**config.mk**
```make
export PLATFORM = sky130hd
export DESIGN_NAME = omni_wheel_duty_mixer_flat
export DESIGN_NICKNAME = d
export VERILOG_FILES = /design/src/rtl/owdm_pkg.sv /design/src/rtl/owdm_if.sv /design/src/rtl/omni_wheel_duty_mixer.sv /design/src/rtl/owdm_front.sv /design/src/rtl/owdm_div.sv /design/src/rtl/owdm_scale.sv /design/src/flat_wrapper.sv
export SDC_FILE = /design/constraint.sdc
export NUM_CORES = 2
export LEC_CHECK = 0
export ABC_CLOCK_PERIOD_IN_PS = 11600
export BUFFER_PORTS_ARGS = -buffer_cell sky130_fd_sc_hd__buf_2
export CORE_MARGIN = 1.5
export CORE_UTILIZATION = 45
export CTS_BUF_LIST = sky130_fd_sc_hd__clkbuf_8
export DETAILED_ROUTE_END_ITERATION = 16
export PLACE_DENSITY = 0.68
export SYNTH_ARGS = -nofsm -noshare
export SYNTH_HDL_FRONTEND = slang
export SYNTH_SLANG_ARGS = --single-unit
```
**constraint.sdc**
```tcl
create_clock -name clk -period 11.6 [get_ports clk]
set_clock_uncertainty 0.05 [all_clocks]
set_input_delay 2.32 -clock clk [delete_from_list [all_inputs] [get_ports clk]]
set_output_delay 2.32 -clock clk [all_outputs]
set_load 0.1 [all_outputs]
```
**src/rtl/owdm_pkg.sv**
```systemverilog
// ----------------------------------------------------------------------------
// owdm_pkg
// Shared types and constants of the omni wheel duty mixer: angle constants,
// the quarter-wave sine table, divider geometry and inter-stage beat types.
// ----------------------------------------------------------------------------
`default_nettype none

package owdm_pkg;

	// field and register widths
	localparam int HEADING_W  = 16;
	localparam int GAIN_W     = 17;
	localparam int N_WHEELS   = 4;
	localparam int CFG_IDX_W  = 2;
	localparam int CFG_DATA_W = 17;

	// configuration register indexes
	typedef enum logic [CFG_IDX_W-1:0] {
		REG_SPEED_GAIN   = 2'd0,
		REG_REVERSE_MASK = 2'd1
	} reg_idx_t;

	localparam logic [GAIN_W-1:0]   GAIN_RESET = 17'd13107;
	localparam logic [N_WHEELS-1:0] REV_RESET  = 4'd4;

	// angle arithmetic
	localparam int U_W         = 17;            // 450 - heading, offset to stay positive
	localparam int HEADING_OFS = 450 + 360 * 90;
	localparam int DEG_FULL    = 360;
	localparam int DEG_HALF    = 180;
	localparam int DEG_3Q      = 270;
	localparam int DEG_QUARTER = 90;
	localparam int MOUNT_OFS   = 45;
	localparam int RECIP_360   = 93207;         // ceil(2^25 / 360)
	localparam int RECIP_W     = 17;
	localparam int RECIP_SHIFT = 25;
	localparam int QT_W        = 8;             // quotient of u / 360, at most 182
	localparam int ANGLE_W     = 9;
	localparam int R_W         = 7;

	// sine table, round(sin(k deg) * 32768), k = 0..90
	localparam int SINE_W = 16;
	localparam logic [SINE_W-1:0] SINE_Q15 [DEG_QUARTER+1] = '{
		16'd0,     16'd572,   16'd1144,  16'd1715,  16'd2286,  16'd2856,  16'd3425,
		16'd3993,  16'd4560,  16'd5126,  16'd5690,  16'd6252,  16'd6813,  16'd7371,
		16'd7927,  16'd8481,  16'd9032,  16'd9580,  16'd10126, 16'd10668, 16'd11207,
		16'd11743, 16'd12275, 16'd12803, 16'd13328, 16'd13848, 16'd14365, 16'd14876,
		16'd15384, 16'd15886, 16'd16384, 16'd16877, 16'd17364, 16'd17847, 16'd18324,
		16'd18795, 16'd19261, 16'd19720, 16'd20174, 16'd20622, 16'd21063, 16'd21498,
		16'd21926, 16'd22348, 16'd22763, 16'd23170, 16'd23571, 16'd23965, 16'd24351,
		16'd24730, 16'd25102, 16'd25466, 16'd25822, 16'd26170, 16'd26510, 16'd26842,
		16'd27166, 16'd27482, 16'd27789, 16'd28088, 16'd28378, 16'd28660, 16'd28932,
		16'd29197, 16'd29452, 16'd29698, 16'd29935, 16'd30163, 16'd30382, 16'd30592,
		16'd30792, 16'd30983, 16'd31164, 16'd31336, 16'd31499, 16'd31651, 16'd31795,
		16'd31928, 16'd32052, 16'd32166, 16'd32270, 16'd32365, 16'd32449, 16'd32524,
		16'd32588, 16'd32643, 16'd32688, 16'd32723, 16'd32748, 16'd32763, 16'd32768
	};

	// normalizing divider
	localparam int ONE_Q15_SHIFT = 15;
	localparam int NUM_W         = 31;
	localparam int DEN_W         = 16;
	localparam int QUO_W         = 16;
	localparam int DIV_STEP_BITS = 2;
	localparam int DIV_STAGES    = QUO_W / DIV_STEP_BITS;

	// scaling
	localparam int GSQ_W = 2 * GAIN_W;
	localparam int P_W   = 49;

	// per-wheel routing: big selects the larger magnitude (normalized to one)
	typedef struct packed {
		logic [N_WHEELS-1:0] big;
		logic [N_WHEELS-1:0] neg;
	} side_t;

	typedef struct packed {
		logic [NUM_W-1:0] num;
		logic [DEN_W-1:0] den;
		side_t            side;
	} div_in_t;

	typedef struct packed {
		logic [QUO_W-1:0] quot;
		side_t            side;
	} div_out_t;

endpackage

`default_nettype wire

```
**src/rtl/owdm_if.sv**
```systemverilog
// ----------------------------------------------------------------------------
// owdm interfaces
// Valid/ready channels of the mixer: heading commands, wheel duties and
// configuration writes.
// ----------------------------------------------------------------------------
`default_nettype none

interface owdm_cmd_if;
	import owdm_pkg::*;
	logic                        valid;
	logic                        ready;
	logic signed [HEADING_W-1:0] heading;
	modport source (output valid, output heading, input ready);
	modport sink   (input valid, input heading, output ready);
endinterface

interface owdm_duty_if #(
	parameter int unsigned DUTY_BITS = 16
);
	logic                 valid;
	logic                 ready;
	logic [DUTY_BITS-1:0] duty_wheel0;
	logic [DUTY_BITS-1:0] duty_wheel1;
	logic [DUTY_BITS-1:0] duty_wheel2;
	logic [DUTY_BITS-1:0] duty_wheel3;
	modport source (output valid, output duty_wheel0, output duty_wheel1,
		output duty_wheel2, output duty_wheel3, input ready);
	modport sink   (input valid, input duty_wheel0, input duty_wheel1,
		input duty_wheel2, input duty_wheel3, output ready);
endinterface

interface owdm_cfg_if;
	import owdm_pkg::*;
	logic                  valid;
	logic                  ready;
	logic [CFG_IDX_W-1:0]  index;
	logic [CFG_DATA_W-1:0] data;
	modport source (output valid, output index, output data, input ready);
	modport sink   (input valid, input index, input data, output ready);
endinterface

`default_nettype wire

```
**src/rtl/omni_wheel_duty_mixer.sv**
```systemverilog
// Throughput: one heading per cycle without output stalls; every stage moves
// whenever the one ahead of it is empty or moving, so bubbles close up under a stall.
// Pipeline: 4 angle/lookup stages, 8 divider stages (2 quotient bits each),
// a gain multiply stage and the duty output register.
// Reset clears all valid bits; speed_gain resets to 13107, reverse_mask to 4.
// ----------------------------------------------------------------------------
// omni_wheel_duty_mixer
// Four-wheel omni drive mixer: heading in degrees to four normalized,
// speed-scaled PWM duties, with a configuration write port.
// ----------------------------------------------------------------------------
`default_nettype none

module omni_wheel_duty_mixer #(
	parameter int unsigned DUTY_BITS = 16
) (
	input  wire          clk,
	input  wire          arst_n,
	owdm_cmd_if.sink     cmd,
	owdm_duty_if.source  duty,
	owdm_cfg_if.sink     cfg
);
	import owdm_pkg::*;

	logic [GAIN_W-1:0]   gain_q;
	logic [N_WHEELS-1:0] rev_q;
	logic [GSQ_W-1:0]    gain_sq_q;

	logic     fr_valid, fr_ready;
	div_in_t  fr_data;
	logic     dv_valid, dv_ready;
	div_out_t dv_data;
	logic [N_WHEELS-1:0][DUTY_BITS-1:0] duty_w;

	// configuration writes, unknown indexes dropped
	assign cfg.ready = 1'b1;

	always_ff @(posedge clk or negedge arst_n) begin
		if (!arst_n) begin
			gain_q <= GAIN_RESET;
			rev_q  <= REV_RESET;
		end else if (cfg.valid) begin
			case (cfg.index)
				REG_SPEED_GAIN:   gain_q <= cfg.data[GAIN_W-1:0];
				REG_REVERSE_MASK: rev_q  <= cfg.data[N_WHEELS-1:0];
				default: ;
			endcase
		end
	end

	// gain applied twice, squared once ahead of the pipeline
	always_ff @(posedge clk) begin
		gain_sq_q <= GSQ_W'(gain_q) * GSQ_W'(gain_q);
	end

	owdm_front u_front (
		.clk       (clk),
		.arst_n    (arst_n),
		.in_valid  (cmd.valid),
		.in_ready  (cmd.ready),
		.heading   (cmd.heading),
		.out_valid (fr_valid),
		.out_ready (fr_ready),
		.out_data  (fr_data)
	);

	owdm_div u_div (
		.clk       (clk),
		.arst_n    (arst_n),
		.in_valid  (fr_valid),
		.in_ready  (fr_ready),
		.in_data   (fr_data),
		.out_valid (dv_valid),
		.out_ready (dv_ready),
		.out_data  (dv_data)
	);

	owdm_scale #(
		.DUTY_BITS (DUTY_BITS)
	) u_scale (
		.clk       (clk),
		.arst_n    (arst_n),
		.in_valid  (dv_valid),
		.in_ready  (dv_ready),
		.in_data   (dv_data),
		.gain_sq   (gain_sq_q),
		.rev       (rev_q),
		.out_valid (duty.valid),
		.out_ready (duty.ready),
		.duty      (duty_w)
	);

	assign duty.duty_wheel0 = duty_w[0];
	assign duty.duty_wheel1 = duty_w[1];
	assign duty.duty_wheel2 = duty_w[2];
	assign duty.duty_wheel3 = duty_w[3];

endmodule

`default_nettype wire

```
**src/rtl/owdm_front.sv**
```systemverilog
// ----------------------------------------------------------------------------
// owdm_front
// Heading to wheel angles: offset, reduction modulo 360 by reciprocal
// multiply, quadrant split, sine lookups and divider operand setup.
// ----------------------------------------------------------------------------
`default_nettype none

module owdm_front (
	input  wire                                   clk,
	input  wire                                   arst_n,
	input  wire                                   in_valid,
	output logic                                  in_ready,
	input  wire signed [owdm_pkg::HEADING_W-1:0]  heading,
	output logic                                  out_valid,
	input  wire                                   out_ready,
	output owdm_pkg::div_in_t                     out_data
);
	import owdm_pkg::*;

	logic v_s1, v_s2, v_s3, v_s4;
	logic adv1, adv2, adv3, adv4;

	logic [U_W-1:0]     u_s1, u_s2;
	logic [QT_W-1:0]    qt_s2;
	logic [1:0]         quad_s3;
	logic [R_W-1:0]     r_s3;
	div_in_t            data_s4;

	logic [U_W-1:0]                u_nx;
	logic [U_W+RECIP_W-1:0]        prod;
	logic [U_W-1:0]                rem;
	logic [ANGLE_W-1:0]            a, x0;
	logic [1:0]                    quad_nx;
	logic [ANGLE_W-1:0]            base;
	logic [SINE_W-1:0]             s_r, s_c, m, lesser;
	logic                          cos_big;
	logic [1:0]                    qi;
	div_in_t                       data_nx;

	// stall chain, a bubble lets the stage ahead of it move
	assign adv4     = !v_s4 || out_ready;
	assign adv3     = !v_s3 || adv4;
	assign adv2     = !v_s2 || adv3;
	assign adv1     = !v_s1 || adv2;
	assign in_ready = adv1;
	assign out_valid = v_s4;
	assign out_data  = data_s4;

	always_ff @(posedge clk or negedge arst_n) begin
		if (!arst_n) begin
			v_s1 <= 1'b0;
			v_s2 <= 1'b0;
			v_s3 <= 1'b0;
			v_s4 <= 1'b0;
		end else begin
			if (adv1) v_s1 <= in_valid;
			if (adv2) v_s2 <= v_s1;
			if (adv3) v_s3 <= v_s2;
			if (adv4) v_s4 <= v_s3;
		end
	end

	// stage 1: 450 - heading plus 90 turns, always positive
	assign u_nx = U_W'(18'(HEADING_OFS) - {{(18-HEADING_W){heading[HEADING_W-1]}}, heading});

	// stage 2: quotient by 360 through the reciprocal
	assign prod = (U_W+RECIP_W)'(u_s1) * (U_W+RECIP_W)'(RECIP_360);

	// stage 3: remainder, minus the first mount angle, quadrant split
	always_comb begin
		rem = u_s2 - U_W'(U_W'(qt_s2) * U_W'(DEG_FULL));
		a   = rem[ANGLE_W-1:0];
		if (a >= ANGLE_W'(MOUNT_OFS))
			x0 = a - ANGLE_W'(MOUNT_OFS);
		else
			x0 = a + ANGLE_W'(DEG_FULL - MOUNT_OFS);
		if (x0 >= ANGLE_W'(DEG_3Q)) begin
			quad_nx = 2'd3;
			base    = ANGLE_W'(DEG_3Q);
		end else if (x0 >= ANGLE_W'(DEG_HALF)) begin
			quad_nx = 2'd2;
			base    = ANGLE_W'(DEG_HALF);
		end else if (x0 >= ANGLE_W'(DEG_QUARTER)) begin
			quad_nx = 2'd1;
			base    = ANGLE_W'(DEG_QUARTER);
		end else begin
			quad_nx = 2'd0;
			base    = '0;
		end
	end

	// stage 4: sine and cosine magnitudes, per-wheel sign and selection
	always_comb begin
		s_r     = SINE_Q15[r_s3];
		s_c     = SINE_Q15[R_W'(DEG_QUARTER) - r_s3];
		cos_big = (s_c >= s_r);
		m       = cos_big ? s_c : s_r;
		lesser  = cos_big ? s_r : s_c;
		data_nx.num = (NUM_W'(lesser) << ONE_Q15_SHIFT) + NUM_W'(m >> 1);
		data_nx.den = DEN_W'(m);
		for (int i = 0; i < N_WHEELS; i++) begin
			qi = quad_s3 - 2'(i);
			// even quadrants take the cosine magnitude, odd ones the sine
			data_nx.side.big[i] = qi[0] ? !cos_big || (s_r == s_c) : cos_big;
			data_nx.side.neg[i] = (qi == 2'd1) || (qi == 2'd2);
		end
	end

	always_ff @(posedge clk) begin
		if (adv1) u_s1 <= u_nx;
		if (adv2) begin
			u_s2  <= u_s1;
			qt_s2 <= prod[RECIP_SHIFT+QT_W-1:RECIP_SHIFT];
		end
		if (adv3) begin
			quad_s3 <= quad_nx;
			r_s3    <= R_W'(x0 - base);
		end
		if (adv4) data_s4 <= data_nx;
	end

endmodule

`default_nettype wire

```
**src/rtl/owdm_div.sv**
```systemverilog
// ----------------------------------------------------------------------------
// owdm_div
// Pipelined restoring divider for the normalization, a fixed number of
// quotient bits resolved per stage.
// ----------------------------------------------------------------------------
`default_nettype none

module owdm_div (
	input  wire                 clk,
	input  wire                 arst_n,
	input  wire                 in_valid,
	output logic                in_ready,
	input  owdm_pkg::div_in_t   in_data,
	output logic                out_valid,
	input  wire                 out_ready,
	output owdm_pkg::div_out_t  out_data
);
	import owdm_pkg::*;

	logic             vld_s  [DIV_STAGES];
	logic [NUM_W-1:0] rem_s  [DIV_STAGES];
	logic [QUO_W-1:0] quo_s  [DIV_STAGES];
	logic [DEN_W-1:0] den_s  [DIV_STAGES];
	side_t            side_s [DIV_STAGES];
	logic             adv    [DIV_STAGES+1];

	assign adv[DIV_STAGES] = out_ready;
	assign in_ready        = adv[0];
	assign out_valid       = vld_s[DIV_STAGES-1];
	assign out_data.quot   = quo_s[DIV_STAGES-1];
	assign out_data.side   = side_s[DIV_STAGES-1];

	for (genvar j = 0; j < DIV_STAGES; j++) begin : g_stage
		logic             v_in;
		logic [NUM_W-1:0] rem_in, rem_nx;
		logic [QUO_W-1:0] quo_in, quo_nx;
		logic [DEN_W-1:0] den_in;
		side_t            side_in;

		if (j == 0) begin : g_first
			assign v_in    = in_valid;
			assign rem_in  = in_data.num;
			assign quo_in  = '0;
			assign den_in  = in_data.den;
			assign side_in = in_data.side;
		end else begin : g_next
			assign v_in    = vld_s[j-1];
			assign rem_in  = rem_s[j-1];
			assign quo_in  = quo_s[j-1];
			assign den_in  = den_s[j-1];
			assign side_in = side_s[j-1];
		end

		assign adv[j] = !vld_s[j] || adv[j+1];

		// compare and subtract for this stage's quotient bits, msb first
		always_comb begin
			rem_nx = rem_in;
			quo_nx = quo_in;
			for (int b = 0; b < DIV_STEP_BITS; b++) begin
				if (rem_nx >= (NUM_W'(den_in) << (QUO_W - 1 - j * DIV_STEP_BITS - b))) begin
					rem_nx = rem_nx - (NUM_W'(den_in) << (QUO_W - 1 - j * DIV_STEP_BITS - b));
					quo_nx[QUO_W - 1 - j * DIV_STEP_BITS - b] = 1'b1;
				end
			end
		end

		always_ff @(posedge clk or negedge arst_n) begin
			if (!arst_n)
				vld_s[j] <= 1'b0;
			else if (adv[j])
				vld_s[j] <= v_in;
		end

		always_ff @(posedge clk) begin
			if (adv[j]) begin
				rem_s[j]  <= rem_nx;
				quo_s[j]  <= quo_nx;
				den_s[j]  <= den_in;
				side_s[j] <= side_in;
			end
		end
	end

endmodule

`default_nettype wire

```
**src/rtl/owdm_scale.sv**
```systemverilog
// ----------------------------------------------------------------------------
// owdm_scale
// Speed scaling by the squared gain, sign and reverse handling, and the
// rounded, saturated duty of each wheel in the output register.
// ----------------------------------------------------------------------------
`default_nettype none

module owdm_scale #(
	parameter int unsigned DUTY_BITS = 16
) (
	input  wire                                          clk,
	input  wire                                          arst_n,
	input  wire                                          in_valid,
	output logic                                         in_ready,
	input  owdm_pkg::div_out_t                           in_data,
	input  wire [owdm_pkg::GSQ_W-1:0]                    gain_sq,
	input  wire [owdm_pkg::N_WHEELS-1:0]                 rev,
	output logic                                         out_valid,
	input  wire                                          out_ready,
	output logic [owdm_pkg::N_WHEELS-1:0][DUTY_BITS-1:0] duty
);
	import owdm_pkg::*;

	localparam int SHIFT = 48 - DUTY_BITS;
	localparam int T_W   = 51;
	localparam int PR_W  = QUO_W + GSQ_W;

	logic v_s13, v_s14;
	logic adv13, adv14;

	logic [P_W-1:0]  p_small_s13, p_big_s13;
	side_t           side_s13;
	logic [N_WHEELS-1:0][DUTY_BITS-1:0] duty_s14;

	logic [PR_W-1:0] prod;
	logic [N_WHEELS-1:0][DUTY_BITS-1:0] duty_nx;
	logic [P_W-1:0]  p;
	logic            neg;
	logic [T_W-1:0]  t, tr, full;

	assign adv14     = !v_s14 || out_ready;
	assign adv13     = !v_s13 || adv14;
	assign in_ready  = adv13;
	assign out_valid = v_s14;
	assign duty      = duty_s14;

	always_ff @(posedge clk or negedge arst_n) begin
		if (!arst_n) begin
			v_s13 <= 1'b0;
			v_s14 <= 1'b0;
		end else begin
			if (adv13) v_s13 <= in_valid;
			if (adv14) v_s14 <= v_s13;
		end
	end

	// normalized magnitude times gain squared; the larger one is exactly one
	assign prod = PR_W'(in_data.quot) * PR_W'(gain_sq);

	// offset by one half, clamp at zero, round to the duty width, saturate
	always_comb begin
		p    = '0;
		neg  = 1'b0;
		t    = '0;
		tr   = '0;
		full = '0;
		for (int i = 0; i < N_WHEELS; i++) begin
			p   = side_s13.big[i] ? p_big_s13 : p_small_s13;
			neg = side_s13.neg[i] ^ rev[i];
			if (!neg)
				t = (T_W'(1) << 47) + T_W'(p);
			else if (T_W'(p) >= (T_W'(1) << 47))
				t = '0;
			else
				t = (T_W'(1) << 47) - T_W'(p);
			tr   = t + (T_W'(1) << (SHIFT - 1));
			full = tr >> SHIFT;
			if (|full[T_W-1:DUTY_BITS])
				duty_nx[i] = '1;
			else
				duty_nx[i] = full[DUTY_BITS-1:0];
		end
	end

	always_ff @(posedge clk) begin
		if (adv13) begin
			p_small_s13 <= prod[P_W-1:0];
			p_big_s13   <= P_W'(gain_sq) << ONE_Q15_SHIFT;
			side_s13    <= in_data.side;
		end
		if (adv14) duty_s14 <= duty_nx;
	end

endmodule

`default_nettype wire

```
**src/flat_wrapper.sv**
```systemverilog
// flat-port wrapper written by rule: the top's interface ports become plain ports
module omni_wheel_duty_mixer_flat import owdm_pkg::*;
#(
	parameter int unsigned DUTY_BITS = 16
)
  (clk, arst_n, cmd_valid, cmd_heading, cmd_ready, duty_valid, duty_duty_wheel0, duty_duty_wheel1, duty_duty_wheel2, duty_duty_wheel3, duty_ready, cfg_valid, cfg_index, cfg_data, cfg_ready);
  owdm_cmd_if cmd_i ();
  owdm_duty_if #(.DUTY_BITS(DUTY_BITS)) duty_i ();
  owdm_cfg_if cfg_i ();
  input  wire clk;
  input  wire arst_n;
  input wire logic [$bits(cmd_i.valid)-1:0] cmd_valid;
  input wire logic [$bits(cmd_i.heading)-1:0] cmd_heading;
  output wire logic [$bits(cmd_i.ready)-1:0] cmd_ready;
  output wire logic [$bits(duty_i.valid)-1:0] duty_valid;
  output wire logic [$bits(duty_i.duty_wheel0)-1:0] duty_duty_wheel0;
  output wire logic [$bits(duty_i.duty_wheel1)-1:0] duty_duty_wheel1;
  output wire logic [$bits(duty_i.duty_wheel2)-1:0] duty_duty_wheel2;
  output wire logic [$bits(duty_i.duty_wheel3)-1:0] duty_duty_wheel3;
  input wire logic [$bits(duty_i.ready)-1:0] duty_ready;
  input wire logic [$bits(cfg_i.valid)-1:0] cfg_valid;
  input wire logic [$bits(cfg_i.index)-1:0] cfg_index;
  input wire logic [$bits(cfg_i.data)-1:0] cfg_data;
  output wire logic [$bits(cfg_i.ready)-1:0] cfg_ready;
  assign cmd_i.valid = cmd_valid;
  assign cmd_i.heading = cmd_heading;
  assign cmd_ready = cmd_i.ready;
  assign duty_valid = duty_i.valid;
  assign duty_duty_wheel0 = duty_i.duty_wheel0;
  assign duty_duty_wheel1 = duty_i.duty_wheel1;
  assign duty_duty_wheel2 = duty_i.duty_wheel2;
  assign duty_duty_wheel3 = duty_i.duty_wheel3;
  assign duty_i.ready = duty_ready;
  assign cfg_i.valid = cfg_valid;
  assign cfg_i.index = cfg_index;
  assign cfg_i.data = cfg_data;
  assign cfg_ready = cfg_i.ready;
  omni_wheel_duty_mixer #(.DUTY_BITS(DUTY_BITS)) u_core (.clk(clk), .arst_n(arst_n), .cmd(cmd_i), .duty(duty_i), .cfg(cfg_i));
endmodule
```
==> results.sh <==
export IMPL_ys_ff_latch=692
export IMPL_die_h_um=417
export IMPL_ctsResizeCount=0
export IMPL_yosysWarnings=0
export IMPL_antenna_found_initial=7
export IMPL_crit_chain="buf_2, nor2b_1, nand2_4, nor2_1, and2_1, and3_1, and2_1, nand3_2, buf_4, nor2_1, nand3_1, buf_2"
export IMPL_ioPinCount=107
export IMPL_synth_edf_count=624
export IMPL_r2r_end="u_core.u_div.rem_s[5][14]$_DFFE_PP_"
export IMPL_fin_tns_setup_ns=0
export IMPL_netlist_area_um2=77000
export IMPL_dp_hpwl_um=151000
export IMPL_cap_violations=0
export IMPL_fmax_mhz=117
export IMPL_cts_max_level=3
export IMPL_path_max_fanout=40
export IMPL_crit_path_max_incr_delay_ns=0.70
export IMPL_stdcell_area_um2=82400
export IMPL_status="complete, no violations"
export IMPL_avgSynthCellArea_um2=9.42
export IMPL_ant_nets=0
export IMPL_viasPerCell=5.63
export IMPL_synth_area_leader_cell="edfxtp_1"
export IMPL_cp_start_kind="primary input"
export IMPL_required_ns=9.23
export IMPL_synthTopCellsByCount="1131 x inv_1, 915 x nand2_1, 735 x fa_1"
export IMPL_post_route_period_util=0.739
export IMPL_critPathSlowestCell="nand3_1"
export IMPL_setup_viol=0
export IMPL_reg2regPathDepth=24
export IMPL_hp_class="reg2reg"
export IMPL_path_clk_slew_ns=0.06
export IMPL_arrival_ns=6.21
export IMPL_r2r_start="u_core.u_div.rem_s[4][5]$_DFFE_PP_"
export IMPL_multi_input_area_um2=51500
export IMPL_dr_pass1_iters=6
export IMPL_initial_core_util=0.454
export IMPL_grt_max_degree=86
export IMPL_worst_slew_pin_transition_ns=1.20
export IMPL_vias=59300
export IMPL_slew_headroom=0.197
export IMPL_grt_usage=0.226
export IMPL_hold_viol=0
export IMPL_die_w_um=417
export IMPL_syn_instance_count=8181
export IMPL_fill_cells=15800
export IMPL_place_congestion=0.955
export IMPL_drc=0
export IMPL_reg2reg_slack_ns=3.67
export IMPL_rows=151
export IMPL_post_dp_cell_area_um2=79900
export IMPL_worstHoldPathCells=0
export IMPL_cts_sinks=692
export IMPL_worstHoldStart="u_core.u_div.side_s[5][2]$_DFFE_PP_"
export IMPL_wl_per_cell_um=18.7
export IMPL_postSynth_asyncResetShare=0.0506
export IMPL_synth_seq_area_share=0.263
export IMPL_synth_top_area_share=0.243
export IMPL_cts_setup_buffers=0
export IMPL_holdBufCountCts=0
export IMPL_drtIter0Drc=4442
export IMPL_numCtsBuffers=120
export IMPL_ys_types=109
export IMPL_cts_tree="built"
export IMPL_syn2layout_area_growth_pct=6.94
export IMPL_cts_buffer_depth=3
export IMPL_fin_nets=9650
export IMPL_final_seq_area_um2=20300
export IMPL_clock_root_buffer="clkbuf_8"
export IMPL_numPortBuffers=105
export IMPL_overflow=0
export IMPL_drt_total_wl_um=197000
export IMPL_synthFlopType="edfxtp_1"
export IMPL_critPathKind="in2out"
export IMPL_grt_pass1_vias=60100
export IMPL_worstHoldEndpoint="u_core.u_div.side_s[6][2]$_DFFE_PP_"
export IMPL_core_area_um2=170000
export IMPL_rsz0062_at_grt="no"
export IMPL_grt_pass1_wl_um=318000
export IMPL_finalNonFillerCells=10500
export IMPL_finalCriticalPeriod_ns=8.58
export IMPL_synth_area_leaders="edfxtp_1 24%, fa_1 19%, ha_1 11%, inv_1 5.5%, nand2_1 4.5%"
export IMPL_worst_setup_path_end_kind="output port"
export IMPL_yosysMostFrequentCell="inv_1"
export IMPL_dieArea_um2=174000
export IMPL_clk_latency_ns=0.87
export IMPL_slew_violations=0
export IMPL_drive_gt1_frac=0.0730
export IMPL_dpl_cell_count=10300
kinds of logic after synthesis:
group / count (synthesis) / share of synthesized area
xor gates and xnor gates: 432 / 0.0491
other: 2 / 0.0000975
muxes: 233 / 0.0334
and+or+nand+nor: 2492 / 0.157
DFF: 692 / 0.263
buffers and inverters: 1415 / 0.0699
adders and majority gates: 1395 / 0.298
AOI/OAI and AO/OA: 1520 / 0.129
worst max path at each step:
stage / cells after the start / startpoint / endpoint / slack [ns]
detailed placement: 12 / duty_ready / cmd_ready / 2.99
global placement: 12 / duty_ready / cmd_ready / 3.08
global route: 12 / duty_ready / cmd_ready / 2.71
CTS: 12 / duty_ready / cmd_ready / 2.92
finish: 12 / duty_ready / cmd_ready / 3.02
floorplan: 9 / duty_ready / cmd_ready / 1.47
critical path, delay by kind of cell:
family	cells	cell delay, ns
simple gates	9	2.91
buf+inv	3	0.95
per-stage QoR:
stage               setup WS (ns)   util  hold slack [ns]
CTS                          2.92  0.485            0.346
floorplan                    1.47      -            0.350
finish                       3.02  0.486            0.345
detailed placement           2.99  0.471            0.355
global route                 2.71  0.486            0.353
global placement             3.08  0.471            0.350
placed cells by master (no fill, tap or decap), types with 38 or more instances in the layout:
| cell type | instances |
|---|---|
| o21bai_1 | 52 |
| nor4_1 | 53 |
| a21o_1 | 138 |
| and2_1 | 285 |
| o211ai_1 | 47 |
| nand2b_1 | 83 |
| nor3_1 | 160 |
| fa_1 | 735 |
| buf_4 | 81 |
| inv_1 | 1161 |
| ha_1 | 659 |
| xor2_1 | 133 |
| buf_2 | 105 |
| nand2_1 | 913 |
| mux2i_1 | 89 |
| edfxtp_1 | 624 |
| clkbuf_8 | 121 |
| xnor2_1 | 291 |
| o21a_1 | 69 |
| a211oi_1 | 71 |
| o31ai_1 | 38 |
| a31oi_1 | 62 |
| and3_1 | 50 |
| nor2b_1 | 71 |
| or3_1 | 50 |
| mux2_2 | 130 |
| o21ai_0 | 330 |
| a21oi_1 | 394 |
| nand3_1 | 124 |
| nand4_1 | 78 |
| nor2_1 | 460 |
final cells by class:
cell class | instances | area share
sequential | 692 | 0.246
inverter | 1135 | 0.0517
tap | 2218 | 0.0337
antenna | 6 | 0.000182
timing repair buffer | 186 | 0.0138
multi-input combinational | 6081 | 0.625
clock buffer | 121 | 0.0202
clock inverter | 99 | 0.00925
state kept, by name, summed over array words and instances, names as in the netlist, 2 cells and up:
name,count
u_core.u_front.u_s1,17
u_core.u_front.out_data,38
u_core.gain_q,17
u_core.u_scale.duty,64
u_core.gain_sq_q,33
u_core.u_div.side_s,48
u_core.rev_q,4
u_core.u_front.quad_s3,2
u_core.u_front.u_s2,9
u_core.u_scale.p_big_s13,33
u_core.u_div.rem_s,179
u_core.u_front.qt_s2,6
u_core.u_scale.p_small_s13,49
u_core.u_div.g_stage.v_in,7
u_core.u_div.den_s,94
u_core.u_front.r_s3,7
u_core.u_div.quo_s,72
u_core.u_scale.side_s13,6
routing by layer:
metal / wire, µm / track usage / vias to the layer above
met5: 45 / 0 / -
met4: 7530 / 0.0866 / 4
met3: 12200 / 0.0321 / 413
met2: 95300 / 0.390 / 2029
met1: 82200 / 0.288 / 28800
li1: - / - / 28100
Power is not shown: default switching activity piles up to over one toggle a cycle in this logic, so the estimate is an artifact.
